[src/rtl/ttf_pkg.sv]
`timescale 1ns / 1ps
package ttf_pkg;

  localparam int POS_W   = 24;
  localparam int UV_W    = 20;
  localparam int NRM_W   = 18;
  localparam int TAN_W   = 18;

  localparam int QD_W    = POS_W + 1;
  localparam int UVD_W   = UV_W + 1;
  localparam int MUL_W   = 32;
  localparam int PRD_W   = 2 * MUL_W;
  localparam int ACC_W   = PRD_W + 2;
  localparam int MN_SH   = 23;
  localparam int TP_W    = 47;
  localparam int C_W     = 50;
  localparam int G_W     = 34;
  localparam int BLK_W   = 52;
  localparam int NZ_W    = 31;
  localparam int DMAG_W  = 46;
  localparam int RND_SH  = TAN_W - 1;
  localparam int SQ_W    = 64;
  localparam int RES_W   = 32;
  localparam int NUM_W   = NZ_W - 1 + RND_SH + 1;
  localparam int DEN_W   = RES_W + 1;

  localparam logic signed [ACC_W-1:0] DOT_SAT = ACC_W'((64'sd1 <<< DMAG_W) - 64'sd1);
  localparam logic [RES_W-1:0] TAN_MAX = RES_W'((1 << (TAN_W - 1)) - 1);
  localparam logic signed [TAN_W-1:0] TAN_MIN = {1'b1, {(TAN_W - 1){1'b0}}};

  typedef struct packed {
    logic issue;
    logic clr;
    logic neg;
    logic sh;
  } mac_ctrl_t;

  typedef enum logic {
    RD_SQRT,
    RD_DIV
  } rd_mode_t;

endpackage

[src/rtl/ttf_mac.sv]
`timescale 1ns / 1ps
module ttf_mac import ttf_pkg::*; (
  input  logic                    clk,
  input  logic                    rst,
  input  mac_ctrl_t               ctrl,
  input  logic signed [MUL_W-1:0] a,
  input  logic signed [MUL_W-1:0] b,
  output logic signed [ACC_W-1:0] acc
);

  mac_ctrl_t               ctrl_q;
  logic signed [PRD_W-1:0] prod;
  logic signed [ACC_W-1:0] term;
  logic signed [ACC_W-1:0] base;

  always_comb begin
    term = ACC_W'(prod);
    if (ctrl_q.sh) begin
      term = term <<< MN_SH;
    end
    if (ctrl_q.neg) begin
      term = -term;
    end
    base = ctrl_q.clr ? '0 : acc;
  end

  always_ff @(posedge clk) begin
    if (rst) begin
      ctrl_q <= '0;
    end else begin
      ctrl_q <= ctrl;
    end
    prod <= a * b;
    if (ctrl_q.issue) begin
      acc <= base + term;
    end
  end

endmodule

[config.mk]
export PLATFORM = sky130hd
export DESIGN_NAME = ttf_mac
export DESIGN_NICKNAME = d
export VERILOG_FILES = /design/src/rtl/ttf_pkg.sv /design/src/rtl/ttf_mac.sv
export SDC_FILE = /design/constraint.sdc
export NUM_CORES = 2
export LEC_CHECK = 0
export BUFFER_PORTS_ARGS = -buffer_cell sky130_fd_sc_hd__buf_4
export CAP_MARGIN = 20
export CORE_MARGIN = 1.5
export CORE_UTILIZATION = 60
export DETAILED_ROUTE_END_ITERATION = 12
export MAX_ROUTING_LAYER = met4
export PLACE_DENSITY = 0.87
export REMOVE_ABC_BUFFERS = 1
export SYNTH_ARGS = -nofsm -noshare
export SYNTH_HDL_FRONTEND = slang
export SYNTH_SLANG_ARGS = --single-unit
[constraint.sdc]
create_clock -name clk -period 17.46 [get_ports clk]
set_input_delay 1.746 -clock clk [delete_from_list [all_inputs] [get_ports clk]]
set_output_delay 1.746 -clock clk [all_outputs]
set_load 0.05 [all_outputs]
Word level (Yosys, flattened, before mapping)
Cells that the tools add are included.
{"block": "op_classes", "addsub": 2, "mul": 1, "n_mux": 3}
{"cell": "66-bit two-way mux", "n": 3}
{"cell": "66-bit adder", "n": 1}
{"cell": "66-bit negation", "n": 1}
{"cell": "32-bit by 32-bit multiplier with 64-bit output", "n": 1}
{"block": "word_totals", "register_bits": 134, "in_bits": 70, "output_inout_bits": 66, "word_cells": 12}

Depth between registers and ports, before layout
{"block": "logic_depth", "word_depth": 4, "depth_mapped": 31, "mapped_depth_nobuf": 29}

Worst setup path before layout
No wires, ideal clock.
{"block": "synth_timing", "path_type": "input port to flip-flop", "startpoint": "input port b[2]", "endpoint": "register prod[60]", "setup_time_ns": 0.065, "arrival_ns": 9.339, "required_ns": 17.395, "setup_slack_ns": 8.056, "stages": 24, "n_path_buf": 1, "path_cell_list": "clkbuf_1 > nand2_1 > inv_1 > fa_1 > fa_1 > fa_1 > fa_1 > inv_1 > fa_1 > inv_1 > fa_1 > fa_1 > fa_1 > ha_1 > and4_1 > nand3_1 > nor2_1 > a221oi_1 > o21ai_0 > a221oi_1 > and2_1 > o21ai_0 > or4b_2 > nand4b_1"}
{"block": "synth_via", "elab_chain_cells": 1}
{"element": "from (decl)", "line": "ttf_mac.sv:7", "source": "input logic signed [MUL_W-1:0] b,"}
{"element": "32-bit by 32-bit multiplier with 64-bit output", "line": "ttf_mac.sv:33", "source": "prod <= a * b;"}
{"element": "to (signal assigned)", "line": "ttf_mac.sv:33"}
{"element": "to (decl)", "line": "ttf_mac.sv:12", "source": "logic signed [PRD_W-1:0] prod;"}
No other way between the ends.
A chain may end at the register's enable or synchronous reset.

Worst setup path after layout
Ends and elaborated chain as after synthesis.

==> flow_metrics.tcl <==
set metrics [dict create \
    grt_pass1_wl_mm 193 \
    status "completed" \
    grt_pass1_vias 37800 \
    crit_path_start_kind "input port" \
    rsz0062_at_grt "no" \
    skew_ns 0.00613 \
    startpoint "b[2]" \
    synth_seq_cells 134 \
    drt_first_pass_iters 7 \
    synthArstFlopShare 0 \
    hp-class "reg2reg" \
    drv_slew 0 \
    fp.coreArea_um2 75800 \
    layout_commonest_cell "fa_1" \
    layout_common_cells "1083 x fa_1, 990 x inv_1, 607 x nand2_1" \
    fp-row-count 101 \
    die_area_um2 78200 \
    rrSetupSlack_ns 11.17 \
    fin_crit_sh 0.560 \
    crit_chain "buf_4 > nand2_1 > inv_1 > fa_1 > fa_1 > fa_1 > fa_1 > inv_1 > fa_1 > inv_1 > fa_1 > fa_1 > fa_1 > ha_1 > and4_1 > nand3_1 > nor2_1 > a221oi_1 > o21ai_0 > a221oi_1 > and2_1 > o21ai_0 > or4b_2 > nand4b_1" \
    cts_htree_levels 4 \
    io_pins 136 \
    vias 34600 \
    grt_antenna_before_repair 0 \
    synth.distinct_cells 71 \
    syn-instance-count 4989 \
    num-nets-final 6294 \
    nFillCells 5974 \
    tightest_slew_ns 1.09 \
    start_util 0.606 \
    setup.worst_path.class "in2reg" \
    post_cts_resized 0 \
    avgSynthCellArea_um2 9.21 \
    finalSetupTns_ns 0 \
    hold_violations 0 \
    port-buffer-count 135 \
    routed_via_density 5.89 \
    drc 0 \
    grt_max_degree 71 \
    cts_tree "done" \
    synth_edf_count 66 \
    drive_above_1_share 0.0416 \
    fin_area_um2 47900 \
    post_cts_buffers 0 \
    cts_root_buf "clkbuf_16" \
    die_w_um 280 \
    dp_hpwl_mm 95.8 \
    finalSetupViolCount 0 \
    synth_ff_type "dfxtp_1" \
    worst-path-buf-inv 4 \
    clk_latency_ns 0.43 \
    end_kind "register" \
    cpMostUsedCell "fa_1" \
    numCtsBuffers 17 \
    min_from "acc[0]$_DFFE_PP_" \
    yosysSeqAreaShare 0.0728 \
    clockBufferDepth 2 \
    synth_area_um2 45900 \
    clk_pin_slew_ns 0.06 \
    place_congestion 0.982 \
    relSlewSlack 0.274 \
    postCtsHoldBufs 0 \
    required_ns 17.83 \
    drv_cap 0 \
    path_delay_family "adder cells" \
    placed_cell_area_um2 47300 \
    fin_crit_ns 9.78 \
    drt_iter0_markers 2512 \
    ys_warn_count 0 \
    multi_input_area_um2 37900 \
    cp.arrival_ns 10.15 \
    clock-sinks 134 \
    grt.overflow.total 0 \
    regArea_um2 3350 \
    worstPathMaxFanout 32 \
    routed_wirelength_mm 119 \
    timing.rr.start "ctrl_q[0]$_SDFF_PP0_" \
    critPathMaxStageDelay_ns 0.93 \
    syn_to_final_growth_pct 4.15 \
    holdWs_ns 0.716 \
    ant_nets 0 \
    wire_per_inst_um 20.2 \
    clock.fmax_mhz 102 \
    gr-usage-all-layers 0.324 \
    chipHeight_um 280 \
    slowest_stage "fa_1" \
]
worst min-delay path, delay by kind of cell (launching register included):
kind	cells	cell delay [ns]
adder cells (fa/ha/maj)	1	0.13
flip-flops	1	0.34
AND/OR/NAND/NOR	1	0.14
registers in the layout, indices dropped and copies added, names as in the netlist:
signal and flops:
acc 66, ctrl_q 4, prod 64
path summary, 6_finish.rpt:
path,end,depth (start not counted)
max,prod[60]$_DFF_P_,24
min,acc[0]$_DFFE_PP_,2
max reg2reg,acc[65]$_DFFE_PP_,21
min reg2reg,acc[0]$_DFFE_PP_,2
synthesized netlist by cell type, types with 6 or more instances:
cell         n  area share
o211ai_1    10      0.0016
nand2b_1    25      0.0034
o21bai_1    29      0.0047
o31ai_1     19      0.0031
nand4_1     16      0.0022
a211oi_1    20      0.0033
dfxtp_1     68       0.030
o21a_1      13      0.0021
xnor2_1    110       0.021
a311oi_1     6      0.0011
a31oi_1     25      0.0034
nand3_1     34      0.0037
mux2i_1     39      0.0085
or3_1       17      0.0023
nand2_1    607       0.050
nor4_1       6     0.00082
o21ai_0    104       0.011
nor2b_1     95       0.013
a21boi_0     6     0.00098
a21o_1      76       0.012
inv_1      990       0.081
nor2_1     119      0.0097
edfxtp_1    66       0.043
and2_1     507       0.069
xor2_1      77       0.015
and3_1      16      0.0022
ha_1       250       0.068
fa_1      1083        0.47
a21oi_1    161       0.018
clkbuf_1   254       0.021
nor3_1      49      0.0053
stage by stage:
step                      instances  utilization  setup slack (ns)
after global placement         5850        0.623              7.47
after global routing           5882        0.631              7.29
after floorplan                4730            -              8.29
after CTS                      5882        0.631              7.70
after detailed placement       5850        0.623              7.26
final                          5883        0.631              7.68
routing by layer:
layer  up-vias  track usage  wire, µm
li1      14900            -         -
met2      1772        0.543     59600
met1     17500        0.378     42900
met5         -            -         0
met4         0        0.177      7470
met3       506       0.0450      8630
cells by family (layout without fill, tap and decap cells):
group | count (synthesis) | in the layout | synth area share
DFF | 134 | 134 | 0.0728
buffers and inverters | 1249 | 1164 | 0.102
muxes | 43 | 43 | 0.00948
adders and majority gates | 1333 | 1333 | 0.540
other | 0 | 1 | 0
xor gates and xnor gates | 187 | 187 | 0.0356
and+or+nand+nor | 1522 | 1522 | 0.167
AOI/OAI and AO/OA | 521 | 521 | 0.0727
final cells by class:
class                   instances  area share
flip-flops and latches        134      0.0700
diodes                          1   0.0000523
clock inverters                11     0.00178
clock buffers                  21      0.0105
well taps                     978      0.0256
inverters                     990      0.0777
repair buffers                142      0.0223
multi-input cells            3606       0.792
Power is left out: the tool's default activity adds up to more than one toggle a clock period on the data nets, which glitch-free logic cannot reach.
