### src/rtl/ttf_pkg.sv
`timescale 1ns / 1ps
package ttf_pkg;

  localparam int POS_W   = 24;
  localparam int UV_W    = 20;
  localparam int NRM_W   = 18;
  localparam int TAN_W   = 18;

  localparam int QD_W    = POS_W + 1;
  localparam int UVD_W   = UV_W + 1;
  localparam int MUL_W   = 32;
  localparam int PRD_W   = 2 * MUL_W;
  localparam int ACC_W   = PRD_W + 2;
  localparam int MN_SH   = 23;
  localparam int TP_W    = 47;
  localparam int C_W     = 50;
  localparam int G_W     = 34;
  localparam int BLK_W   = 52;
  localparam int NZ_W    = 31;
  localparam int DMAG_W  = 46;
  localparam int RND_SH  = TAN_W - 1;
  localparam int SQ_W    = 64;
  localparam int RES_W   = 32;
  localparam int NUM_W   = NZ_W - 1 + RND_SH + 1;
  localparam int DEN_W   = RES_W + 1;

  localparam logic signed [ACC_W-1:0] DOT_SAT = ACC_W'((64'sd1 <<< DMAG_W) - 64'sd1);
  localparam logic [RES_W-1:0] TAN_MAX = RES_W'((1 << (TAN_W - 1)) - 1);
  localparam logic signed [TAN_W-1:0] TAN_MIN = {1'b1, {(TAN_W - 1){1'b0}}};

  typedef struct packed {
    logic issue;
    logic clr;
    logic neg;
    logic sh;
  } mac_ctrl_t;

  typedef enum logic {
    RD_SQRT,
    RD_DIV
  } rd_mode_t;

endpackage

### src/rtl/ttf_root_div.sv
`timescale 1ns / 1ps
module ttf_root_div import ttf_pkg::*; (
  input  logic             clk,
  input  logic             rst,
  input  logic             start,
  input  rd_mode_t         mode,
  input  logic [SQ_W-1:0]  rad,
  input  logic [NUM_W-1:0] num,
  input  logic [DEN_W-1:0] den,
  output logic [RES_W-1:0] res,
  output logic             done
);

  localparam int SQ_ITER  = SQ_W / 2;
  localparam int DIV_ITER = TAN_W;
  localparam int CNT_W    = $clog2(SQ_ITER);
  localparam int DSH_W    = DEN_W + DIV_ITER - 1;

  rd_mode_t         mode_q;
  logic             busy;
  logic [CNT_W-1:0] cnt;
  logic [SQ_W-1:0]  s;
  logic [SQ_W-1:0]  r;
  logic [SQ_W-1:0]  bt;
  logic [SQ_W-1:0]  trial;
  logic [NUM_W-1:0] rem;
  logic [DSH_W-1:0] dsh;
  logic [TAN_W-1:0] quo;

  assign trial = r + bt;
  assign res   = (mode_q == RD_SQRT) ? r[RES_W-1:0] : RES_W'(quo);

  always_ff @(posedge clk) begin
    if (rst) begin
      busy <= 1'b0;
      done <= 1'b0;
    end else begin
      done <= 1'b0;
      if (start) begin
        busy   <= 1'b1;
        mode_q <= mode;
        s      <= rad;
        r      <= '0;
        bt     <= SQ_W'(1) << (SQ_W - 2);
        rem    <= num;
        dsh    <= {den, {(DIV_ITER - 1){1'b0}}};
        quo    <= '0;
        cnt    <= (mode == RD_SQRT) ? CNT_W'(SQ_ITER - 1) : CNT_W'(DIV_ITER - 1);
      end else if (busy) begin
        if (mode_q == RD_SQRT) begin
          if (s >= trial) begin
            s <= s - trial;
            r <= (r >> 1) + bt;
          end else begin
            r <= r >> 1;
          end
          bt <= bt >> 2;
        end else begin
          if (DSH_W'(rem) >= dsh) begin
            rem <= rem - dsh[NUM_W-1:0];
            quo <= {quo[TAN_W-2:0], 1'b1};
          end else begin
            quo <= {quo[TAN_W-2:0], 1'b0};
          end
          dsh <= dsh >> 1;
        end
        if (cnt == '0) begin
          busy <= 1'b0;
          done <= 1'b1;
        end else begin
          cnt <= cnt - 1'b1;
        end
      end
    end
  end

endmodule

### config.mk
export PLATFORM = sky130hd
export DESIGN_NAME = ttf_root_div
export DESIGN_NICKNAME = d
export VERILOG_FILES = /design/src/rtl/ttf_pkg.sv /design/src/rtl/ttf_root_div.sv
export SDC_FILE = /design/constraint.sdc
export NUM_CORES = 1
export LEC_CHECK = 0
export BUFFER_PORTS_ARGS = -buffer_cell sky130_fd_sc_hd__buf_4
export CAP_MARGIN = 10
export CORE_ASPECT_RATIO = 1.2
export CORE_UTILIZATION = 55
export DETAILED_ROUTE_END_ITERATION = 12
export PLACE_DENSITY = 0.77
export SLEW_MARGIN = 25
export SYNTH_ARGS = -nofsm -noshare
export SYNTH_HDL_FRONTEND = slang
export SYNTH_SLANG_ARGS = --single-unit
### constraint.sdc
create_clock -name clk -period 13.4 [get_ports clk]
set_clock_uncertainty 0.15 [all_clocks]
set_input_delay 2.01 -clock clk [delete_from_list [all_inputs] [get_ports clk]]
set_output_delay 2.01 -clock clk [all_outputs]
set_load 0.005 [all_outputs]
== Word-level counts from Yosys, hierarchy flattened ==
Index checks and enable logic that the tools add are counted.
Operators by class
  bitwise gates (word level): 2
  reductions and logical operators: 12
  add/subtract/negate cells: 5
  muxes and demuxes: 28
  equality and inequality tests: 2
  $lt $le $gt $ge: 2
Operators by type and width (count)
  two-way mux 64 bit: 9
  two-way mux 48 bit: 4
  two-way mux 50 bit: 3
  adder 63 x 64 -> 64 bit: 1
  adder 64 bit: 1
  >= comparator 64 bit: 1
  subtractor 64 bit: 1
  >= comparator 48 x 50 -> 1 bit: 1
  subtractor 48 bit: 1
  two-way mux 18 bit: 2
  two-way mux 32 bit: 1
  two-way mux 5 bit: 3
  AND reduction 3 bit: 3
  AND reduction 4 bit: 2
  nonzero test 2 bit: 4
  logical NOT 5 bit: 1
  two-way mux 1 bit: 5
  subtractor 5 x 1 -> 5 bit, second input constant: 1
  two-way mux 4 bit: 1
  inequality test 2 bit, second input constant: 2
  OR reduction 3 bit: 1
  inverter 1 bit: 2
  AND reduction 2 bit: 1
Word-level totals
  input port bits: 149
  flip-flop bits (word level): 316

== Logic depth before layout (Yosys ltp) ==
Gate-level depths: netlist (run 1).
  word-level depth: 6
  mapped depth: 28

== Least setup slack after synthesis (run 1) ==
No wires, ideal clock.
  path type: input port to flip-flop
  start point: in start
  end point: reg s[0] (enable)
  data arrival time: 12.333 ns
  cell stages on the path: 6
  slack: 0.333 ns
  buffers on the path: 3
  cells stage by stage: clkbuf_1 > clkbuf_1 > inv_1 > clkbuf_1 > a21oi_1 > a21boi_0
On the way
  cells in the longest elaborated chain, start to end: 2
  elaborated cells on any way between the ends: 4
  those cells by class: eq/ne (1); reduce/logical (3)
RTL lines
  start: declaration: line ttf_root_div.sv:5  | input logic start,
  inequality test 2 bit (no line) or nonzero test 2 bit (tied branches)
  AND reduction 4 bit (no line) *
  end signal: assignment: line ttf_root_div.sv:42  | s <= rad;
  end signal: assignment: line ttf_root_div.sv:52  | s <= s - trial;
  end: declaration: line ttf_root_div.sv:22  | logic [SQ_W-1:0] s;
Mark *: on every way between the ends. The rest lies on a longest branch, timed or not.
A chain may end at the register's enable or synchronous reset.

== Final worst setup path (run 1) ==
  start point: reg r[10]
  end point: reg s[63] (data pin)
On the way
  cells in the longest elaborated chain, start to end: 6
RTL lines
  start: declaration: line ttf_root_div.sv:23  | logic [SQ_W-1:0] r;
  start signal: assignment: line ttf_root_div.sv:53  | r <= (r >> 1) + bt;
  start signal: assignment: line ttf_root_div.sv:55  | r <= r >> 1;
  adder 64 bit: line ttf_root_div.sv:30  | assign trial = r + bt;
  subtractor 64 bit: line ttf_root_div.sv:52
  two-way mux 64 bit: line ttf_root_div.sv:51  | if (s >= trial) begin
  two-way mux 64 bit: line ttf_root_div.sv:50  | if (mode_q == RD_SQRT) begin
  two-way mux 64 bit: line ttf_root_div.sv:49  | end else if (busy) begin
  two-way mux 64 bit: line ttf_root_div.sv:39  | if (start) begin
No other way between the ends. The select of a mux whose other input is x is not followed.

==> flow_metrics.env, run 1 <==
export IMPL_critical_path_max_stage_delay_ns=0.78
export IMPL_p_seq_frac=0.348
export IMPL_drt_first_pass_iters=6
export IMPL_pwr_share_clk=0.292
export IMPL_drc=0
export IMPL_fin_setup_tns_ns=0
export IMPL_gp_routability_congestion=0.9505
export IMPL_multiInputGateArea_mm2=0.01315
export IMPL_fp_dieArea_mm2=0.04156
export IMPL_hold_path_class="flip-flop to flip-flop"
export IMPL_clkSlewWorstSetupHoldPaths_ns=0.06
export IMPL_slew_headroom=0.3315
export IMPL_layout_nets=2951
export IMPL_buffer_type_at_the_clock_tree_root="sky130_fd_sc_hd__clkbuf_16"
export IMPL_most_repeated_cell_in_the_gate_level_netlist_after_synthesis="sky130_fd_sc_hd__nand2_1"
export IMPL_regToRegStartpoint="r[10]"
export IMPL_tritoncts_clock_tree="done"
export IMPL_timing_critical_path_required_ns=13.55
export IMPL_net_switching_power_figure_mw=1.150
export IMPL_first_iter_violations=1441
export IMPL_synth_edf_count=282
export IMPL_cts_repair_timing_setup_buffer_count=0
export IMPL_crit_path_frequent_cell="sky130_fd_sc_hd__a31oi_1"
export IMPL_max_cap_violations=0
export IMPL_timing_reg2reg_worst_path_depth=22
export IMPL_cp_start_kind="flip-flop"
export IMPL_comb_power_share=0.360
export IMPL_finalSetupViolations=0
export IMPL_max_freq_ghz=0.1215
export IMPL_area_delta_synth_final_pct=12.95
export IMPL_synth_ff_type="sky130_fd_sc_hd__edfxtp_1"
export IMPL_drt_wirelength_per_cell_um=19.01
export IMPL_rrSetupSlack_ns=5.17
export IMPL_i_o_pin_count=182
export IMPL_cts_buffer_depth=3
export IMPL_placement_io_buffers=181
export IMPL_yosys_reg_bits=284
export IMPL_grt_first_pass_wirelength_um=95590
export IMPL_fin_crit_sh=0.6144
export IMPL_post_synth_most_frequent_cells="sky130_fd_sc_hd__nand2_1 (310), sky130_fd_sc_hd__edfxtp_1 (282), sky130_fd_sc_hd__o21ai_0 (252)"
export IMPL_die_w_um=186.3
export IMPL_internal_power_mw=2.147
export IMPL_crit_fanout=8
export IMPL_p_per_area_mw_per_mm2=130.3
export IMPL_vias_per_cell=6.127
export IMPL_hpwl_um=44540
export IMPL_clock_sink_count=284
export IMPL_cts_resized_gates=0
export IMPL_yosys_warnings=0
export IMPL_antenna_violating_nets_post_route=0
export IMPL_finalWirelength_um=60390
export IMPL_height_of_the_chip_um=223.1
export IMPL_antenna_violations_before_repair=1
export IMPL_synth_top_cell_area_share=0.3779
export IMPL_syn_cell_area_mm2=0.02241
export IMPL_hold_end="done"
export IMPL_static_leakage_power_nw=10.04
export IMPL_worst_r2r_endpoint="s[63]"
export IMPL_vias=19470
export IMPL_asyncSetResetFlopFracSynth=0
export IMPL_vdd_drop_max_v=0.0001026
export IMPL_core_area_mm2=0.03994
export IMPL_number_of_global_route_vias_before_repair=19050
export IMPL_n_fill_cell=3358
export IMPL_cpMaxStageDelayCell="sky130_fd_sc_hd__nor3_1"
export IMPL_hold_path_depth=1
export IMPL_grt_usage=0.2892
export IMPL_globalRoute_totalOverflow=0
export IMPL_yosysUniqueCellTypes=77
export IMPL_regArea_mm2=0.008508
export IMPL_start_util=0.5611
export IMPL_pin_count_of_the_biggest_net_entering_global_routing=175
export IMPL_critical_path_arrival_ns=8.38
export IMPL_swShare=0.3488
export IMPL_synth_sequential_area_ratio=0.3797
export IMPL_cts_max_level=2
export IMPL_setup_worst_path_end_class="flip-flop"
export IMPL_ys_top_cells_by_area="sky130_fd_sc_hd__edfxtp_1 (38%), sky130_fd_sc_hd__ha_1 (10%), sky130_fd_sc_hd__o21ai_0 (5.6%)"
export IMPL_final_hold_violating_endpoints=0
export IMPL_synth_nets=2824
export IMPL_numCtsBuffers=34
export IMPL_path_cells="ha_1 -> a31oi_1 -> o21ba_2 -> o22ai_1 -> o31ai_1 -> o41ai_1 -> a211oi_1 -> nor2_1 -> o21a_1 -> or2_2 -> ha_1 -> and3_1 -> nand2_1 -> or3_1 -> nor3_1 -> o2111ai_1 -> a31oi_1 -> a31oi_1 -> o21ai_1 -> a31o_2 -> o21ai_0 -> a211o_1"
export IMPL_design_power_total_mw=3.297
export IMPL_fraction_of_layout_instances_using_a_drive_strength_above_1=0.1214
export IMPL_worst_setup_path_type="flip-flop to flip-flop"
export IMPL_post_cts_hold_buffer_count=0
export IMPL_postSynthAreaPerCell_um2=8.985
export IMPL_grt_setup_unrepaired="false"
export IMPL_yosys_area_top_type="sky130_fd_sc_hd__edfxtp_1"
export IMPL_std_cell_rows=80
export IMPL_final_min_clock_period_ns=8.233
export IMPL_timing_worst_slew_pin_value_ns=0.9952
export IMPL_timing_hold_worst_start="busy"
export IMPL_diodes=0
export IMPL_timing_max_transition_violations_final=0
export IMPL_status="finished clean"
export IMPL_clock_insertion_delay_worst_skew_ns=0.55
export IMPL_netlist_instances=2494
## cell families after synthesis
| kind of cell | share of synthesized area |
|---|---|
| XOR/XNOR | 0.08404 |
| AO/OA/AOI/OAI | 0.2194 |
| flip-flops | 0.3797 |
| AND/OR/NAND/NOR | 0.1654 |
| multiplexers | 0.01463 |
| adder cells (fa/ha/maj) | 0.1017 |
| buffers and inverters | 0.03507 |
## flip-flops by register name, indices dropped and copies added (netlist names), 5 cells and up
name  count
quo      18
r        64
rem      48
bt       32
dsh      50
cnt       5
s        64
## worst max-delay path: cells and delay by family, from the launching register on
kind	cells	cell delay, ns
AOI/OAI and AO/OA	14	4.58
adders and majority gates	2	0.79
DFF	1	0.50
and+or+nand+nor	6	1.94
## final cells by class
cell class,instances,area share
multi-input combinational,2010,0.5197
sequential,284,0.3362
timing repair buffer,194,0.05912
clock buffer,45,0.03648
tap,533,0.02635
inverter,97,0.01439
clock inverter,14,0.007811
## layer usage
layer / track usage / part of all wire / vias up
li1: - / - / 9414
met1: 0.3482 / 0.41 / 9190
met2: 0.4972 / 0.49 / 680
met3: 0.04913 / 0.060 / 179
met4: 0.1372 / 0.046 / 2
met5: 0 / 0.00020 / -
## stage by stage
step	cell area (um^2)	worst slack (ns)	utilization	cells	hold slack, ns
finish	25310	5.167	0.6337	3177	0.3848
detailed placement	24160	5.285	0.6050	3117	0.3668
floorplan	22410	0.3325	-	2494	0.3349
global route	25310	5.094	0.6337	3177	0.4016
CTS	25280	5.250	0.6331	3176	0.3767
global placement	24160	5.433	0.6050	3117	0.3516
## power groups by stage
| stage | clock network, mW | registers, mW | logic, mW |
|---|---|---|---|
| 2_1_floorplan | 0 | 1.15 | 0.881 |
| 3_3_place_gp | 0 | 1.16 | 1.14 |
| 3_5_place_dp | 0 | 1.16 | 1.16 |
| 4_1_cts | 0.979 | 1.15 | 1.17 |
| 5_1_grt | 1.01 | 1.16 | 1.31 |
| 6_report | 0.963 | 1.15 | 1.19 |
## worst max-delay path by stage
stage	from	end	slack, ns	cells past startpoint
after detailed placement	r[14]	s[63]	5.28	22
after floorplan	start	s[0]	0.33	6
after global placement	r[14]	s[63]	5.43	22
final	r[10]	s[63]	5.17	22
after global routing	r[14]	s[63]	5.09	22
after CTS	r[14]	s[63]	5.25	22
## layout by cell type (no fill, tap or decap), types with 14 or more instances in the layout
master / Yosys / final
sky130_fd_sc_hd__ha_1: 179 / 179
sky130_fd_sc_hd__a21o_1: 76 / 76
sky130_fd_sc_hd__o21ai_0: 252 / 252
sky130_fd_sc_hd__clkbuf_16: 0 / 35
sky130_fd_sc_hd__edfxtp_1: 282 / 282
sky130_fd_sc_hd__nor2b_1: 89 / 89
sky130_fd_sc_hd__a21oi_1: 172 / 171
sky130_fd_sc_hd__and2_1: 18 / 18
sky130_fd_sc_hd__a31o_2: 16 / 16
sky130_fd_sc_hd__a211oi_1: 14 / 14
sky130_fd_sc_hd__a211oi_2: 18 / 18
sky130_fd_sc_hd__mux2_2: 22 / 22
sky130_fd_sc_hd__o21ai_1: 17 / 17
sky130_fd_sc_hd__inv_1: 97 / 97
sky130_fd_sc_hd__nand2_1: 310 / 310
sky130_fd_sc_hd__a31oi_1: 71 / 71
sky130_fd_sc_hd__nor3_1: 21 / 21
sky130_fd_sc_hd__nand3_1: 43 / 43
sky130_fd_sc_hd__o31ai_1: 19 / 19
sky130_fd_sc_hd__xnor2_1: 91 / 91
sky130_fd_sc_hd__xor2_1: 124 / 124
sky130_fd_sc_hd__o21bai_1: 36 / 36
sky130_fd_sc_hd__nand4_1: 47 / 47
sky130_fd_sc_hd__nand2b_1: 20 / 20
sky130_fd_sc_hd__nor2_1: 193 / 192
sky130_fd_sc_hd__and3_1: 19 / 19
sky130_fd_sc_hd__buf_4: 1 / 191
(Power assumes the default switching activity.)
==> inputs of run 2 (changes only) <==
- PLACE_DENSITY: 0.77 -> 0.74
- clock period: 13.4 -> 8.2 ns (I/O delays scaled with it)
==> run 2 against run 1 <==
  * Maximum frequency rose by 20%
  * Register-to-register slack worse by 3.8 ns
  * Critical path depth down 1
  * Routed wire length increased by 0.70%
  * Final cell count up 0.25%
  * Sequential power is 63% higher
  * Worst setup slack lost 3.8 ns
  * Non-clock buffer count grew 1
  * Core utilization rose by 0.47 points
  * Global-route usage rose by 0.54 points
  * Sequential share of layout area down 0.25 points
  * Clock-buffer cell count unchanged
==> flow_metrics.env, run 2 (synthesized netlist as in run 1, its figures left out) <==
export IMPL_core_area_mm2=0.03994
export IMPL_number_of_global_route_vias_before_repair=19410
export IMPL_timing_reg2reg_worst_path_depth=21
export IMPL_worst_setup_path_type="flip-flop to flip-flop"
export IMPL_cts_resized_gates=0
export IMPL_timing_worst_slew_pin_value_ns=1.220
export IMPL_fin_crit_sh=0.8363
export IMPL_max_freq_ghz=0.1458
export IMPL_path_cells="ha_1 -> a31oi_1 -> o31a_1 -> o22ai_1 -> o31ai_2 -> o41ai_2 -> a211oi_2 -> nor2_1 -> o21a_1 -> o21ai_0 -> xor2_1 -> ha_1 -> nand2_1 -> o21ai_0 -> a31o_2 -> or4_1 -> a41o_2 -> buf_4 -> buf_4 -> nor2_1 -> a211oi_2"
export IMPL_dpl_worst_slack_ns=1.497
export IMPL_i_o_pin_count=182
export IMPL_placedCellCount=3119
export IMPL_buffer_type_at_the_clock_tree_root="sky130_fd_sc_hd__clkbuf_16"
export IMPL_timing_max_transition_violations_final=0
export IMPL_numCtsBuffers=36
export IMPL_tritoncts_clock_tree="done"
export IMPL_timing_critical_path_required_ns=8.33
export IMPL_drt_first_pass_iters=7
export IMPL_cpMaxStageDelayCell="sky130_fd_sc_hd__or4_1"
export IMPL_placement_io_buffers=181
export IMPL_final_min_clock_period_ns=6.858
export IMPL_path_delay_family="compound AO/OA/AOI/OAI gates"
export IMPL_final_cell_mix="sky130_fd_sc_hd__nand2_1 (310), sky130_fd_sc_hd__edfxtp_1 (282), sky130_fd_sc_hd__o21ai_0 (247)"
export IMPL_die_w_um=186.3
export IMPL_hpwl_um=45330
export IMPL_fraction_of_layout_instances_using_a_drive_strength_above_1=0.1301
export IMPL_crit_fanout=37
export IMPL_hold_path_depth=1
export IMPL_drc=0
export IMPL_clock_sink_count=284
export IMPL_cts_repair_timing_setup_buffer_count=0
export IMPL_globalRoute_totalOverflow=0
export IMPL_final_hold_violating_endpoints=0
export IMPL_antenna_violations_before_repair=0
export IMPL_start_util=0.5611
export IMPL_layout_nets=2954
export IMPL_fp_dieArea_mm2=0.04156
export IMPL_cts_buffer_depth=3
export IMPL_finalSetupViolations=0
export IMPL_grt_first_pass_wirelength_um=97170
export IMPL_cell_area_after_layout_mm2=0.02550
export IMPL_status="finished clean"
export IMPL_std_cell_rows=80
export IMPL_design_power_total_mw=5.451
export IMPL_setup_worst_path_end_class="flip-flop"
export IMPL_antenna_violating_nets_post_route=0
export IMPL_max_cap_violations=0
export IMPL_biggestRegsByFlops="r x64, s x64, dsh x50"
export IMPL_drt_wirelength_per_cell_um=19.09
export IMPL_gp_routability_congestion=0.9550
export IMPL_first_iter_violations=1203
export IMPL_hold_path_class="flip-flop to flip-flop"
export IMPL_vias=19480
export IMPL_post_cts_hold_buffer_count=0
export IMPL_critical_path_arrival_ns=6.99
export IMPL_clock_insertion_delay_worst_skew_ns=0.56
export IMPL_slew_headroom=0.1804
export IMPL_critPathBufInv=2
export IMPL_post_route_worst_setup_slack_ns=1.342
export IMPL_height_of_the_chip_um=223.1
export IMPL_cts_max_level=2
export IMPL_cp_start_kind="flip-flop"
export IMPL_p_per_area_mw_per_mm2=213.8
export IMPL_diodes=0
export IMPL_non_filler_instance_count_after_layout=3185
export IMPL_vias_per_cell=6.117
export IMPL_worst_hold_slack_ns=0.3783
export IMPL_pin_count_of_the_biggest_net_entering_global_routing=127
export IMPL_critical_path_max_stage_delay_ns=0.66
export IMPL_static_leakage_power_nw=10.09
export IMPL_grt_usage=0.2946
export IMPL_grt_setup_unrepaired="false"
export IMPL_clkSlewWorstSetupHoldPaths_ns=0.06
export IMPL_cp_depth=21
export IMPL_commonest_non_fill_non_tap_cell_in_the_layout="sky130_fd_sc_hd__nand2_1"
export IMPL_dpl_cell_area_mm2=0.02432
export IMPL_area_delta_synth_final_pct=13.79
export IMPL_finalWirelength_um=60810
export IMPL_vdd_drop_max_v=0.0001687
export IMPL_n_fill_cell=3360
==> run 2: changes by cell type in the layout (fill, tap and decap cells not counted), sizes merged <==
cell    previous run  this run
buf              194       195
clkinv             7        16
bufinv             5         3
==> run 2: report_power, final <==
part / switching [mW] / total (mW) / leakage [nW] / internal, mW
logic: 1.17 / 1.96 / 6.81 / 0.789
clock network: 0.664 / 1.61 / 0.573 / 0.945
registers: 0.0995 / 1.88 / 2.71 / 1.78
total: 1.94 / 5.45 / 10.1 / 3.51
==> run 2: worst paths after layout <==
kind	slack, ns	startpoint	end
max	1.34	r[6]	r[26]
min	0.38	busy	done
max reg2reg	1.34	r[6]	r[26]
min reg2reg	0.38	busy	done
==> run 2: per-stage QoR <==
step | setup TNS [ns] | util
2_1_floorplan | -82.57 | -
6_report | 0 | 0.6384
5_1_grt | 0 | 0.6384
4_1_cts | 0 | 0.6384
3_5_place_dp | 0 | 0.6091
3_3_place_gp | 0 | 0.6091
==> run 2: cell type report <==
type	count	area, um^2	share of cell area
Multi-Input combinational cell	2010	13300	0.5217
Sequential cell	284	8508	0.3337
Timing Repair Buffer	195	1484	0.05820
Clock buffer	45	977.2	0.03832
Tap cell	533	666.9	0.02615
Inverter	97	364.1	0.01428
Clock inverter	21	196.4	0.007704
==> run 2: routing by layer <==
layer	vias to the layer above	part of all wire	GRT usage
met3	177	0.058	0.04456
met1	9206	0.39	0.3353
li1	9424	-	-
met4	0	0.057	0.1756
met2	676	0.49	0.5161
met5	-	0	0
==> inputs of run 3 (changes only) <==
- PLACE_DENSITY: 0.74 -> 0.77
- clock period: 8.2 -> 5.9 ns (I/O delays scaled with it)
==> run 3 against run 2 <==
  * Routed wire length is 4.9% higher
  * Register-to-register slack worse by 1.3 ns
  * Sequential share of layout area is 1.9 points lower
  * Clock power is 35% higher
  * Via count is 3.8% higher
  * Design area is 6.0% higher
  * Sequential power is 38% higher
  * Core utilization is 3.8 points higher
  * Total power is 45% higher
  * Die area stayed put
==> flow_metrics.env, run 3 (synthesized netlist as in run 1, its figures left out) <==
export IMPL_gp_routability_congestion=0.9699
export IMPL_buffer_type_at_the_clock_tree_root="sky130_fd_sc_hd__clkbuf_16"
export IMPL_n_fill_cell=3154
export IMPL_timing_hold_worst_start="busy"
export IMPL_post_cts_hold_buffer_count=0
export IMPL_drc=0
export IMPL_clock_sink_count=284
export IMPL_layout_nets=3076
export IMPL_grt_first_pass_wirelength_um=97870
export IMPL_regToRegStartpoint="r[10]"
export IMPL_std_cell_rows=80
export IMPL_use_met3=0.04310
export IMPL_cts_max_level=2
export IMPL_finalWirelength_um=63780
export IMPL_slew_headroom=0.3448
export IMPL_fraction_of_layout_instances_using_a_drive_strength_above_1=0.1883
export IMPL_hold_path_depth=1
export IMPL_grt_met2_usage=0.5143
export IMPL_die_w_um=186.3
export IMPL_fin_setup_tns_ns=0
export IMPL_fp_dieArea_mm2=0.04156
export IMPL_worst_setup_path_type="flip-flop to flip-flop"
export IMPL_grt_usage=0.2963
export IMPL_diodes=0
export IMPL_biggestRegsByFlops="r x64, s x64, dsh x50"
export IMPL_vdd_drop_max_v=0.0002199
export IMPL_area_delta_synth_final_pct=20.60
export IMPL_hold_end="done"
export IMPL_critical_path_max_stage_delay_ns=0.45
export IMPL_finalSetupViolations=0
export IMPL_first_iter_violations=1533
export IMPL_vias_per_cell=6.120
export IMPL_numCtsBuffers=35
export IMPL_rrSetupSlack_ns=0.005
export IMPL_hpwl_um=45270
export IMPL_p_per_area_mw_per_mm2=293.3
export IMPL_height_of_the_chip_um=223.1
export IMPL_clkSlewWorstSetupHoldPaths_ns=0.06
export IMPL_vias=20230
export IMPL_antenna_violations_before_repair=0
export IMPL_drt_first_pass_iters=6
export IMPL_timing_reg2reg_worst_path_depth=28
export IMPL_placement_io_buffers=181
export IMPL_static_leakage_power_nw=10.84
export IMPL_globalRoute_totalOverflow=0
export IMPL_grt_most_used_layer="met2"
export IMPL_cpMaxStageDelayCell="sky130_fd_sc_hd__o41a_1"
export IMPL_cp_start_kind="flip-flop"
export IMPL_drt_wirelength_per_cell_um=19.30
export IMPL_core_area_mm2=0.03994
export IMPL_worst_r2r_endpoint="r[57]"
export IMPL_timing_critical_path_required_ns=6.03
export IMPL_timing_max_transition_violations_final=0
export IMPL_regArea_mm2=0.008508
export IMPL_number_of_global_route_vias_before_repair=19440
export IMPL_antenna_violating_nets_post_route=0
export IMPL_cts_buffer_depth=3
export IMPL_hold_path_class="flip-flop to flip-flop"
export IMPL_crit_fanout=12
export IMPL_setup_worst_path_end_class="flip-flop"
export IMPL_status="finished clean"
export IMPL_max_cap_violations=0
export IMPL_fin_crit_sh=0.9992
export IMPL_final_min_clock_period_ns=5.895
export IMPL_grtUsageMet1=0.3534
export IMPL_final_hold_violating_endpoints=0
export IMPL_clock_insertion_delay_worst_skew_ns=0.58
export IMPL_critical_path_arrival_ns=6.02
export IMPL_start_util=0.5611
export IMPL_max_freq_ghz=0.1696
export IMPL_pin_count_of_the_biggest_net_entering_global_routing=175
export IMPL_final_cell_mix="sky130_fd_sc_hd__nand2_1 (309), sky130_fd_sc_hd__buf_4 (301), sky130_fd_sc_hd__edfxtp_1 (282)"
export IMPL_crit_path_frequent_cell="sky130_fd_sc_hd__a21oi_2"
export IMPL_tritoncts_clock_tree="done"
export IMPL_layout_core_utilization=0.6766
export IMPL_i_o_pin_count=182
export IMPL_multiInputGateArea_mm2=0.01375
export IMPL_commonest_non_fill_non_tap_cell_in_the_layout="sky130_fd_sc_hd__nand2_1"
export IMPL_timing_worst_slew_pin_value_ns=0.9828
## run 3: changes by cell type in the layout (fill, tap and decap cells not counted), moves of 4 or more
cell | before | now
sky130_fd_sc_hd__a21oi_1 | 170 | 160
sky130_fd_sc_hd__clkbuf_8 | 0 | 5
sky130_fd_sc_hd__buf_12 | 1 | 6
sky130_fd_sc_hd__ha_4 | 4 | 12
sky130_fd_sc_hd__clkbuf_16 | 38 | 43
sky130_fd_sc_hd__clkinv_1 | 7 | 3
sky130_fd_sc_hd__a21oi_2 | 1 | 10
sky130_fd_sc_hd__o21ai_0 | 247 | 242
sky130_fd_sc_hd__a31oi_1 | 69 | 64
sky130_fd_sc_hd__ha_1 | 175 | 163
sky130_fd_sc_hd__nor2_1 | 191 | 187
sky130_fd_sc_hd__buf_4 | 193 | 301
sky130_fd_sc_hd__o21ai_2 | 1 | 6
sky130_fd_sc_hd__ha_2 | 0 | 4
## run 3: layer usage
metal,vias up,routed length [um]
li1,9681,-
met1,9552,24980
met2,803,31580
met3,191,3969
met4,0,3245
met5,-,0
## run 3: how the worst max path moves through the flow
stage	from	endpoint	slack (ns)	cells after the start
after floorplan	r[12]	s[0]	-3.59	24
after global placement	bt[10]	s[63]	-0.007	23
after detailed placement	bt[10]	s[63]	-0.14	23
after CTS	bt[6]	s[4]	0.01	28
after global routing	r[10]	r[57]	-0.25	28
final	r[10]	r[57]	0.005	28
## run 3: what timing repair did
action,4_1_cts,5_1_grt
resized for setup,12,80
endpoints found under the setup margin,78,141
setup buffers,3,30
cloned,1,8
pin swaps,8,47
## run 3: where the power goes
part | internal (mW) | switching, mW
sequential | 2.47 | 0.120
clock | 1.27 | 0.902
combinational | 1.37 | 1.79
total | 5.12 | 2.81
## run 3: cell type report
type	instances	share of cell area
clock buffer	48	0.03686
clock inverter	15	0.005047
inverter	97	0.01347
multi-input combinational	2010	0.5088
sequential	284	0.3148
tap	533	0.02468
timing repair buffer	318	0.09635
## run 3: metrics by stage
stage | setup WS (ns) | instances | power [mW] | area, um^2 | hold slack [ns]
6_report | 0.004558 | 3305 | 7.927 | 27020 | 0.3507
5_1_grt | -0.2475 | 3305 | 8.308 | 27020 | 0.3791
4_1_cts | 0.01071 | 3270 | 7.707 | 26230 | 0.3641
3_5_place_dp | -0.1447 | 3203 | 5.490 | 24980 | 0.3746
3_3_place_gp | -0.006591 | 3203 | 5.408 | 24980 | 0.3611
2_1_floorplan | -3.590 | 2494 | 4.617 | 22570 | 0.3349
## run 3: critical path, delay by kind of cell, from the launching register on
family / cells / cell delay (ns)
compound gates: 16 / 2.79
simple gates: 5 / 0.62
buf+inv: 3 / 0.58
fa+ha+maj: 2 / 0.57
flops: 1 / 0.44
xor+xnor: 2 / 0.42
